**src/rtl/dsv_pkg.sv**
```systemverilog
// Shared types, constants and helpers for the date string validator.
// No dependencies; used by dsv_parse, dsv_check and date_string_validator.
package dsv_pkg;

  // Position and character constants of the "dd/mm/yyyy" form
  localparam logic [3:0] DATE_LEN = 4'd10;
  localparam logic [3:0] POS_SAT  = 4'd11;
  localparam logic [3:0] POS_SEP0 = 4'd2;
  localparam logic [3:0] POS_SEP1 = 4'd5;
  localparam logic [3:0] POS_YH0  = 4'd6;
  localparam logic [3:0] POS_YH1  = 4'd7;
  localparam logic [3:0] POS_YL0  = 4'd8;
  localparam logic [3:0] POS_YL1  = 4'd9;
  localparam logic [7:0] SEP_CHAR = 8'h2F;

  localparam logic [6:0] MONTH_MAX = 7'd12;
  localparam logic [6:0] MONTH_FEB = 7'd2;
  localparam logic [6:0] MONTH_APR = 7'd4;
  localparam logic [6:0] MONTH_JUN = 7'd6;
  localparam logic [6:0] MONTH_SEP = 7'd9;
  localparam logic [6:0] MONTH_NOV = 7'd11;

  // Result status codes, in check priority order
  typedef enum logic [2:0] {
    ST_OK        = 3'd0,
    ST_LENGTH    = 3'd1,
    ST_SEPARATOR = 3'd2,
    ST_DIGIT     = 3'd3,
    ST_YEAR_ZERO = 3'd4,
    ST_MONTH     = 3'd5,
    ST_DAY       = 3'd6
  } status_t;

  // Parse state: position, sticky errors and decimal accumulators.
  // year_hi/year_lo hold the century and the last two digits of the year.
  typedef struct packed {
    logic [3:0]  position;
    logic        sep_err;
    logic        dig_err;
    logic [6:0]  day;
    logic [6:0]  month;
    logic [13:0] year;
    logic [6:0]  year_hi;
    logic [6:0]  year_lo;
  } parse_t;

  // x * 10 + d, kept to 7 bits
  function automatic logic [6:0] mac10_7(input logic [6:0] x, input logic [3:0] d);
    logic [10:0] s;
    s = 11'({x, 3'b000}) + 11'({x, 1'b0}) + 11'(d);
    return s[6:0];
  endfunction

  // x * 10 + d, kept to 14 bits
  function automatic logic [13:0] mac10_14(input logic [13:0] x, input logic [3:0] d);
    logic [17:0] s;
    s = 18'({x, 3'b000}) + 18'({x, 1'b0}) + 18'(d);
    return s[13:0];
  endfunction

  // Days in a month, February by leap flag
  function automatic logic [4:0] month_days(input logic [6:0] m, input logic leap);
    logic [4:0] n;
    if (m == MONTH_FEB) begin
      n = leap ? 5'd29 : 5'd28;
    end else if (m == MONTH_APR || m == MONTH_JUN || m == MONTH_SEP || m == MONTH_NOV) begin
      n = 5'd30;
    end else begin
      n = 5'd31;
    end
    return n;
  endfunction

endpackage

```
**src/rtl/date_string_validator.sv**
```systemverilog
// Date string validator for the "dd/mm/yyyy" form.
// Input register, parser and checker, output register.
//
// Usage:
//   Feed the string one ASCII character per item on the in_ channel and
//   mark the final character with in_last_char. Each string gives exactly
//   one item on the out_ channel: valid flag, status code and, when valid,
//   the parsed day, month and year (zero otherwise).
//   The final character waits in the input register, and its result is
//   registered in the output register once that register is free. Throughput:
//   one character per cycle while in_stall is low, with no gap between strings;
//   the parse state clears as the final character passes the parser.
//   Reset (rst_n low, synchronous) empties both registers and clears the
//   parse state, so a partial string is dropped.
//   When out_stall holds a waiting result, characters that produce no
//   result keep flowing; only the next final character waits in the input
//   register, and in_stall rises once that register is occupied.
module date_string_validator (
  input  logic        clk,
  input  logic        rst_n,
  input  logic        in_valid,
  output logic        in_stall,
  input  logic [7:0]  in_character,
  input  logic        in_last_char,
  output logic        out_valid,
  input  logic        out_stall,
  output logic        out_valid_res,
  output logic [2:0]  out_status,
  output logic [4:0]  out_day_value,
  output logic [3:0]  out_month_value,
  output logic [13:0] out_year_value
);

  logic             s1_valid_r;
  logic             s1_valid_nxt;
  logic [7:0]       s1_char_r;
  logic             s1_last_r;
  logic             out_valid_r;
  logic             out_valid_nxt;
  logic             out_valid_res_r;
  dsv_pkg::status_t out_status_r;
  logic [4:0]       out_day_r;
  logic [3:0]       out_month_r;
  logic [13:0]      out_year_r;

  logic             accept;
  logic             out_ready;
  logic             s1_go;
  dsv_pkg::parse_t  upd;
  logic             chk_valid;
  dsv_pkg::status_t chk_status;
  logic [4:0]       chk_day;
  logic [3:0]       chk_month;
  logic [13:0]      chk_year;

  // Handshake: a final character moves only when the output register frees
  always_comb begin
    out_ready     = !out_valid_r || !out_stall;
    s1_go         = s1_valid_r && (!s1_last_r || out_ready);
    in_stall      = s1_valid_r && !s1_go;
    accept        = in_valid && !in_stall;
    s1_valid_nxt  = accept ? 1'b1 : (s1_go ? 1'b0 : s1_valid_r);
    out_valid_nxt = (s1_go && s1_last_r) ? 1'b1 : (out_ready ? 1'b0 : out_valid_r);
  end

  // Input register
  always_ff @(posedge clk) begin
    if (!rst_n) begin
      s1_valid_r <= 1'b0;
    end else begin
      s1_valid_r <= s1_valid_nxt;
    end
  end

  always_ff @(posedge clk) begin
    if (accept) begin
      s1_char_r <= in_character;
      s1_last_r <= in_last_char;
    end
  end

  dsv_parse u_parse (
    .clk       (clk),
    .rst_n     (rst_n),
    .step      (s1_go),
    .character (s1_char_r),
    .last_char (s1_last_r),
    .upd       (upd)
  );

  dsv_check u_check (
    .st          (upd),
    .valid_res   (chk_valid),
    .status      (chk_status),
    .day_value   (chk_day),
    .month_value (chk_month),
    .year_value  (chk_year)
  );

  // Output register
  always_ff @(posedge clk) begin
    if (!rst_n) begin
      out_valid_r <= 1'b0;
    end else begin
      out_valid_r <= out_valid_nxt;
    end
  end

  always_ff @(posedge clk) begin
    if (s1_go && s1_last_r) begin
      out_valid_res_r <= chk_valid;
      out_status_r    <= chk_status;
      out_day_r       <= chk_day;
      out_month_r     <= chk_month;
      out_year_r      <= chk_year;
    end
  end

  assign out_valid       = out_valid_r;
  assign out_valid_res   = out_valid_res_r;
  assign out_status      = out_status_r;
  assign out_day_value   = out_day_r;
  assign out_month_value = out_month_r;
  assign out_year_value  = out_year_r;

  // Input stalls only behind a final character blocked by a held result
  a_stall_cause: assert property (@(posedge clk) disable iff (!rst_n)
    in_stall |-> s1_valid_r && s1_last_r && out_valid_r && out_stall)
    else $error("input stalled without a blocked result");

  // Valid flag agrees with the status
  a_valid_status: assert property (@(posedge clk) disable iff (!rst_n)
    out_valid |-> (out_valid_res == (out_status == dsv_pkg::ST_OK)))
    else $error("valid flag and status disagree");

  // Rejected strings carry a zero date
  a_zero_date: assert property (@(posedge clk) disable iff (!rst_n)
    out_valid && !out_valid_res |->
      out_day_value == 5'd0 && out_month_value == 4'd0 && out_year_value == 14'd0)
    else $error("rejected string carries a date");

  // Accepted dates lie in range
  a_date_range: assert property (@(posedge clk) disable iff (!rst_n)
    out_valid && out_valid_res |-> out_day_value != 5'd0 && out_month_value != 4'd0 &&
      out_month_value <= 4'd12 && out_year_value != 14'd0)
    else $error("accepted date out of range");

endmodule

```
**src/rtl/dsv_parse.sv**
```systemverilog
// Character parser: position counter, sticky error flags and accumulators.
// Depends on dsv_pkg. Presents the state as updated by the current character.
module dsv_parse (
  input  logic            clk,
  input  logic            rst_n,
  input  logic            step,
  input  logic [7:0]      character,
  input  logic            last_char,
  output dsv_pkg::parse_t upd
);

  dsv_pkg::parse_t state_r;
  dsv_pkg::parse_t state_nxt;
  logic            is_digit;
  logic [3:0]      digit;
  logic [3:0]      pos;

  // Fold one character into the state
  always_comb begin
    pos      = state_r.position;
    upd      = state_r;
    is_digit = character inside {[8'h30:8'h39]};
    digit    = character[3:0];
    if (pos < dsv_pkg::DATE_LEN) begin
      if (pos == dsv_pkg::POS_SEP0 || pos == dsv_pkg::POS_SEP1) begin
        if (character != dsv_pkg::SEP_CHAR) begin
          upd.sep_err = 1'b1;
        end
      end else if (!is_digit) begin
        upd.dig_err = 1'b1;
      end else begin
        if (pos < dsv_pkg::POS_SEP0) begin
          upd.day = dsv_pkg::mac10_7(state_r.day, digit);
        end else if (pos < dsv_pkg::POS_SEP1) begin
          upd.month = dsv_pkg::mac10_7(state_r.month, digit);
        end else begin
          upd.year = dsv_pkg::mac10_14(state_r.year, digit);
        end
        // Split the year into century and last two digits for the leap test
        if (pos == dsv_pkg::POS_YH0 || pos == dsv_pkg::POS_YH1) begin
          upd.year_hi = dsv_pkg::mac10_7(state_r.year_hi, digit);
        end
        if (pos == dsv_pkg::POS_YL0 || pos == dsv_pkg::POS_YL1) begin
          upd.year_lo = dsv_pkg::mac10_7(state_r.year_lo, digit);
        end
      end
    end
    if (pos < dsv_pkg::POS_SAT) begin
      upd.position = pos + 4'd1;
    end
  end

  // On a step, clear after the final character, else advance; hold without a step
  always_comb begin
    state_nxt = state_r;
    if (step) begin
      state_nxt = last_char ? '0 : upd;
    end
  end

  always_ff @(posedge clk) begin
    if (!rst_n) begin
      state_r <= '0;
    end else begin
      state_r <= state_nxt;
    end
  end

  // Position never passes saturation
  a_pos_sat: assert property (@(posedge clk) disable iff (!rst_n)
    state_r.position <= dsv_pkg::POS_SAT)
    else $error("position past saturation");

  // A final character leaves the state cleared
  a_clear: assert property (@(posedge clk) disable iff (!rst_n)
    step && last_char |=> state_r.position == 4'd0 && !state_r.sep_err && !state_r.dig_err)
    else $error("state not cleared after final character");

  // Sticky errors only set while inside the ten positions
  a_sticky: assert property (@(posedge clk) disable iff (!rst_n)
    step && !last_char && state_r.position >= dsv_pkg::DATE_LEN |=>
      $stable(state_r.sep_err) && $stable(state_r.dig_err))
    else $error("error flag changed past the date length");

endmodule

```
**src/rtl/dsv_check.sv**
```systemverilog
// Final verdict: status by priority, leap year rule and gated date fields.
// Depends on dsv_pkg; purely combinational on the updated parse state.
module dsv_check (
  input  dsv_pkg::parse_t  st,
  output logic             valid_res,
  output dsv_pkg::status_t status,
  output logic [4:0]       day_value,
  output logic [3:0]       month_value,
  output logic [13:0]      year_value
);

  logic       leap;
  logic [4:0] mdays;
  logic       lo_zero;

  // Gregorian rule from the century and the last two digits
  always_comb begin
    lo_zero = (st.year_lo == 7'd0);
    leap    = (!lo_zero && st.year_lo[1:0] == 2'd0) ||
              (lo_zero && st.year_hi[1:0] == 2'd0);
    mdays   = dsv_pkg::month_days(st.month, leap);
  end

  // First failing check sets the status
  always_comb begin
    if (st.position != dsv_pkg::DATE_LEN) begin
      status = dsv_pkg::ST_LENGTH;
    end else if (st.sep_err) begin
      status = dsv_pkg::ST_SEPARATOR;
    end else if (st.dig_err) begin
      status = dsv_pkg::ST_DIGIT;
    end else if (st.year == 14'd0) begin
      status = dsv_pkg::ST_YEAR_ZERO;
    end else if (st.month == 7'd0 || st.month > dsv_pkg::MONTH_MAX) begin
      status = dsv_pkg::ST_MONTH;
    end else if (st.day == 7'd0 || st.day > {2'b00, mdays}) begin
      status = dsv_pkg::ST_DAY;
    end else begin
      status = dsv_pkg::ST_OK;
    end
    valid_res   = (status == dsv_pkg::ST_OK);
    day_value   = valid_res ? st.day[4:0]   : 5'd0;
    month_value = valid_res ? st.month[3:0] : 4'd0;
    year_value  = valid_res ? st.year       : 14'd0;
  end

endmodule

```
**config.mk**
```make
export PLATFORM = sky130hd
export DESIGN_NAME = date_string_validator
export DESIGN_NICKNAME = d
export VERILOG_FILES = /design/src/rtl/dsv_pkg.sv /design/src/rtl/date_string_validator.sv /design/src/rtl/dsv_parse.sv /design/src/rtl/dsv_check.sv
export SDC_FILE = /design/constraint.sdc
export NUM_CORES = 1
export LEC_CHECK = 0
export BUFFER_PORTS_ARGS = -buffer_cell sky130_fd_sc_hd__buf_2
export CAP_MARGIN = 20
export CORE_ASPECT_RATIO = 1.25
export CORE_UTILIZATION = 25
export DETAILED_ROUTE_END_ITERATION = 16
export SYNTH_ARGS = -nofsm -noshare
export SYNTH_HDL_FRONTEND = slang
export SYNTH_SLANG_ARGS = --single-unit
```
**constraint.sdc**
```tcl
create_clock -name clk -period 6 [get_ports clk]
set_clock_uncertainty 0.05 [all_clocks]
set_input_delay 0.3 -clock clk [delete_from_list [all_inputs] [get_ports clk]]
set_output_delay 0.3 -clock clk [all_outputs]
set_load 0.01 [all_outputs]
```
* Word-level counts from Yosys, hierarchy flattened *
Index checks and enable logic that the tools add are counted.

cells by class
  $add $sub $neg = 11
  multiply operators = 0
  div/mod/pow operators = 0
  magnitude comparators = 8
  equality and inequality tests = 14
  shift operators = 0
  muxes and demuxes = 27
  bitwise logic cells = 0
  reductions and logical operators = 37

operator list
  cell                  count
  $mux W48              1
  $mux W44              1
  $mux W43              1
  $mux W42              1
  $add A7 B4 Y7         4
  $add A7 B7 Y7         4
  $mux W7               4
  $logic_not A7 Y1      3
  $mux W21              1
  $mux W3               6
  $add A14 B14 Y14      1
  $add A14 B4 Y14       1
  $eq A7 B3 Y1 const B  2
  $eq A7 B4 Y1 const B  2
  $logic_not A14 Y1     1
  $mux W14              1
  $eq A4 B3 Y1 const B  3
  $logic_or A1 B1 Y1    11
  $reduce_bool A2 Y1    5
  $mux W1               9
  $eq A4 B4 Y1 const B  2
  $ge A8 B6 Y1 const B  1
  $le A8 B6 Y1 const B  1
  $lt A4 B4 Y1 const B  2
  17 further kinds      29

storage, ports and cells
  flip-flop bits (word level) = 85
  latch bits = 0
  RAM bits = 0
  bits in read-only memories = 0
  input bits = 13
  output and inout bits = 29
  logic and storage cells = 115
  memories kept = 0

* Depth between registers and ports, before layout *
  depth after elaboration = 22
  gate-level depth with buffers = 20
  gate-level depth less buffers = 18

* By module *
A second synthesis with hierarchy kept.

unflattened totals
  cells, all modules = 557
  area, all modules = 5,913.2 sq um

modules (own cells, without submodules)
  module                 times used  cells an instance  area an instance (sq um)  sequential area each (sq um)
  dsv_parse              1           415                4,052.6                   960.9
  date_string_validator  1           47                 1,176.1                   1,121.1
  dsv_check              1           95                 684.4                     0.0

* Least setup slack after synthesis *
OpenSTA, ideal clock, no wires.

  path kind = flip-flop to flip-flop
  start = reg s1_char_r[3]
  end = reg out_day_r[1] (netlist: out_day_value[1]), data pin
  library setup time = 0.149 ns
  arrival time = 3.844 ns
  data required time = 5.801 ns
  setup slack = 1.957 ns
  stages on the path, launching flop included = 20
  buffers on the path = 2
  period minus slack after synthesis = 4.043 ns
  cells stage by stage = edfxtp_1 > fa_1 > inv_1 > fa_1 > nor2b_1 > o21ai_0 > a21oi_1 > o31ai_1 > nor4_1 > o21ai_0 > a21o_1 > ha_1 > nand2_1 > o21ai_0 > a211o_1 > o21ai_1 > or3_1 > buf_6 > buf_6 > nor3b_2

on the way
  cells in the longest elaborated chain, start to end = 21
  elaborated cells between the ends (all ways) = 51
  those cells by class = add/sub (4); order compare (4); eq/ne (6); mux (20); reduce/logical (17)

RTL lines
  what                              line                          source
  start: declaration                date_string_validator.sv:36   logic [7:0] s1_char_r;
  start signal: assignment          date_string_validator.sv:77   s1_char_r <= in_character;
  $add A7 B4 Y7                     dsv_pkg.sv:50                 s = 11'({x, 3'b000}) + 11'({x, 1'b0}) + 11'(d);
  $mux W7                           dsv_parse.sv:34               end else if (pos < dsv_pkg::POS_SEP1) begin
  $mux W21                          dsv_parse.sv:32               if (pos < dsv_pkg::POS_SEP0) begin
  $mux W42                          dsv_parse.sv:29               end else if (!is_digit) begin
  $mux W43                          dsv_parse.sv:25               if (pos == dsv_pkg::POS_SEP0 || pos == dsv_pkg::POS_SEP1) begin
  $mux W44 (*)                      dsv_parse.sv:24               if (pos < dsv_pkg::DATE_LEN) begin
  $eq A7 B3 Y1                      dsv_pkg.sv:66                 end else if (m == MONTH_APR || m == MONTH_JUN || m == MONTH_SEP || m == MONTH_NOV) begin
  $logic_or A1 B1 Y1 (3 in series)  dsv_pkg.sv:66
  (+3 left out)                     --
  $logic_or A1 B1 Y1                dsv_check.sv:36               end else if (st.day == 7'd0 || st.day > {2'b00, mdays}) begin
  $mux W3                           dsv_check.sv:36
  $mux W3                           dsv_check.sv:34               end else if (st.month == 7'd0 || st.month > dsv_pkg::MONTH_MAX) begin
  $mux W3                           dsv_check.sv:32               end else if (st.year == 14'd0) begin
  $mux W3                           dsv_check.sv:30               end else if (st.dig_err) begin
  $mux W3                           dsv_check.sv:28               end else if (st.sep_err) begin
  $mux W3                           dsv_check.sv:26               if (st.position != dsv_pkg::DATE_LEN) begin
  $logic_not A3 Y1                  dsv_check.sv:41               valid_res = (status == dsv_pkg::ST_OK);
  end signal: assignment            date_string_validator.sv:113  out_day_r <= chk_day;
  end: declaration                  date_string_validator.sv:42   logic [4:0] out_day_r;

Every way passes the cells marked *; elsewhere a longest branch is shown, timed or not. The select of a mux whose other input is x is not followed.
A chain may end at the register's enable or synchronous reset.

* Worst setup path in the final report *
  start = reg s1_char_r[3]
  end = reg out_day_r[3] (netlist: out_day_value[3]), data pin

Same word-level chain as after synthesis.

==> flow_summary.toml <==
[layout]
antenna_cells = 0
finalInstanceArea_um2 = 6360
fin_nets = 674
drive_above_1_share_pct = 15.5
fillers = 2301
utilization_pct = 29.2
area_delta_synth_final_pct = 13.8

[clocking]
root_buffer = "clkbuf_16"
postCtsSetupBuffers = 0
clk_path_buf_depth = 2
clk_pin_slew_ns = 0.06
cts_tree = "done"
ctsResizeCount = 0
cts_buffers = 9
h-tree-depth = 3
ctsHoldBuffers = 0
clock-sinks = 81
clk-insertion-delay-late_ns = 0.35

[placement]
placed_cell_area_um2 = 6060
dp_hpwl_mm = 10.1
place_ws_ns = 1.16
gp_congestion = 0.841
port_buffers = 41

[min_path]
hp-class = "input port to flop"

[floorplan]
fp.dieW_um = 136
die_y_um = 169
fp.dieArea_um2 = 23000
start_util_pct = 25.7
io_pins = 42
rows = 60
core_um2 = 21800

[yosys]
synthDistinctLibCells = 76
syn_area_um2 = 5590
ys_warn_count = 0
syn-instance-count = 568
ys_seq_area_share_pct = 35.4
syn_nets = 641
synth_flop_cell = "dfxtp_1"
postSynth.asyncResetShare_pct = 0
synth-seq-cells = 81
synth_edf_count = 36
syn_avg_cell_area_um2 = 9.85

[sta]
slew-limit-headroom_pct = 26.2
max_freq_ghz = 0.209
setup_viol = 0
final-max-slew-violation-count = 0
worst_pin_slew_ns = 1.10
rsz0062_at_grt = "no"
period_share_pct = 79.7
setup-tns-final_ns = 0
period_minus_slack_ns = 4.78
worst_slack_ns = 1.22
hold_violations = 0

[pwr]
netSwitchingFraction_pct = 23.1
p_int_uw = 940
p_clk_share_pct = 46.7
pwr-share-comb_pct = 4.7
p_per_area_nw_per_um2 = 192
p_switching_uw = 282
peakVddDrop_v = 0.000128
leakage_nw = 2.41
pwr-share-seq_pct = 48.6

[drt]
drtIter0Drc = 325
dr.pass1.iters = 4
wirelength_mm = 13.7
num_vias = 4385
avgRoutedWirePerCell_um = 15.5
ant_nets = 0
drc = 0
vias_per_cell = 4.95

[setup_path]
r2r-end = "out_day_value[3]$_SDFFCE_PP0P_"
path_buf_inv = 2
crit_start = "s1_char_r[3]$_DFFE_PP_"
path_depth = 18
worstSetupEndpointType = "flop"
cp_max_fo = 19
crit_slowest_cell = "fa_1"
ff2ff_setup_slack_ns = 1.22
r2r-start = "s1_char_r[3]$_DFFE_PP_"
critical_path.max_stage_delay_ns = 0.64
ff2ff_path_depth = 18
cp-start-kind = "flop"
crit_type = "flop to flop"
crit_path_cell_trace = "fa_1, inv_1, fa_1, nor2b_1, o21ai_0, a21oi_1, o31ai_1, nor4_1, o21ai_0, a21o_1, ha_1, nand2_1, o21ai_0, a211o_1, o21ai_1, or3_1, buf_4, a2111oi_2"
crit_path_end = "out_day_value[3]$_SDFFCE_PP0P_"
crit_top_cell = "o21ai_0"
crit_family = "adder cells"
required_ns = 6.12
arrival_ns = 4.90

[run_status]
status = "finished, final reports clean"

[global_routing]
grt_pass1_vias = 4251
antenna_found_initial = 0
grt_usage_pct = 12.6
grt_pass1_wl_mm = 22.4
grt_max_degree = 44
grt-ovfl-total = 0

[job]
maxCapViolations = 0
[final cells by class]
cell class | count | area [um^2] | area share, %
clock buffers | 11 | 243 | 3.81
repair buffers | 45 | 253 | 3.97
flip-flops and latches | 81 | 1980 | 31.1
multi-input cells | 438 | 3380 | 53.1
well taps | 279 | 349 | 5.48
clock inverters | 5 | 62.6 | 0.983
inverters | 26 | 97.6 | 1.53
[kinds of logic after synthesis]
group,synth area share (%)
AND/OR/NAND/NOR,22.0
AO/OA/AOI/OAI,16.9
flip-flops,35.4
adder cells (fa/ha/maj),14.5
buffers and inverters,4.16
XOR/XNOR,3.60
multiplexers,3.42
[synth_stat cells, drive strengths merged (3+ instances only)]
cell / count / area share [%]
mux2i: 18 / 3.2
nand3b: 3 / 0.40
o21ai: 27 / 2.5
or3: 3 / 0.34
and2: 10 / 1.1
nor3b: 5 / 0.85
a21boi: 4 / 0.54
nor4: 12 / 1.7
a32oi: 4 / 0.63
edfxtp: 36 / 19
clkbuf: 11 / 0.74
nand2b: 5 / 0.56
nor4b: 4 / 0.74
ha: 52 / 12
a22oi: 26 / 3.5
o211ai: 6 / 0.89
nand3: 7 / 0.63
nor2b: 39 / 4.4
a2111oi: 4 / 1.2
xnor2: 13 / 2.0
fa: 8 / 2.9
dfxtp: 45 / 16
nand2: 37 / 2.5
xor2: 10 / 1.6
a21o: 8 / 1.1
a21oi: 22 / 2.0
nor3: 32 / 4.3
and3: 3 / 0.34
nor2: 32 / 2.1
inv: 26 / 1.7
o21a: 4 / 0.54
buf: 12 / 1.7
[registers in the layout, summed over array words and instances (netlist names)]
signal and cells:
out_status 3, out_valid_res 1, out_month_value 4, u_parse.pos 4, s1_valid_r 1, out_year_value 14, s1_char_r 8, s1_last_r 1
out_valid 1, out_day_value 5, u_parse.state_r 39
[worst reg2reg max path, stage by stage (launching register included)]
cell,delay [ns]
edfxtp_1,0.61
fa_1,0.64
inv_1,0.06
fa_1,0.45
nor2b_1,0.12
o21ai_0,0.10
a21oi_1,0.17
o31ai_1,0.11
nor4_1,0.34
o21ai_0,0.12
a21o_1,0.19
ha_1,0.26
nand2_1,0.05
o21ai_0,0.09
a211o_1,0.12
o21ai_1,0.09
or3_1,0.45
buf_4,0.28
a2111oi_2,0.30
[per-layer routing]
metal	global-route usage (%)	wire (um)	vias up
met5	0	0	-
met4	6.50	375	0
met3	1.76	500	26
met2	20.2	6470	103
met1	16.4	6400	2086
li1	-	-	2170
[worst min path at each step]
stage                     cells after the start  slack [ns]                      to                    from
after floorplan                               0        0.35  s1_char_r[0]$_DFFE_PP_         in_character[0]
after global placement                        2        0.42  out_valid$_SDFFE_PN0P_  out_valid$_SDFFE_PN0P_
after detailed placement                      2        0.43  out_valid$_SDFFE_PN0P_  out_valid$_SDFFE_PN0P_
after CTS                                     1        0.06  s1_char_r[7]$_DFFE_PP_         in_character[7]
after global routing                          1        0.07     s1_last_r$_DFFE_PP_            in_last_char
final                                         1        0.07  s1_char_r[7]$_DFFE_PP_         in_character[7]
[through the flow]
stage,cells,power (mW),hold WS (ns)
2_1_floorplan,568,0.639,0.349
3_3_place_gp,867,0.662,0.419
3_5_place_dp,869,0.664,0.430
4_1_cts,885,1.24,0.0638
5_1_grt,885,1.26,0.0689
6_report,885,1.22,0.0726
[power groups by stage]
stage / Combinational (mW) / Sequential [mW] / Clock, mW
finish: 0.0577 / 0.594 / 0.571
global route: 0.0640 / 0.595 / 0.603
CTS: 0.0580 / 0.594 / 0.584
detailed placement: 0.0579 / 0.606 / 0
global placement: 0.0556 / 0.606 / 0
floorplan: 0.0368 / 0.602 / 0
[cells in the final DEF (no fill, tap or decap), types with 18 or more instances in the layout]
cell      instances
o21ai_0          23
a21oi_1          22
mux2i_1          18
nor2b_1          39
nand2_1          37
ha_1             52
nor2_1           32
a22oi_1          26
edfxtp_1         36
buf_2            42
dfxtp_1          45
inv_1            24
No activity file was read; power rests on OpenSTA's default activity.
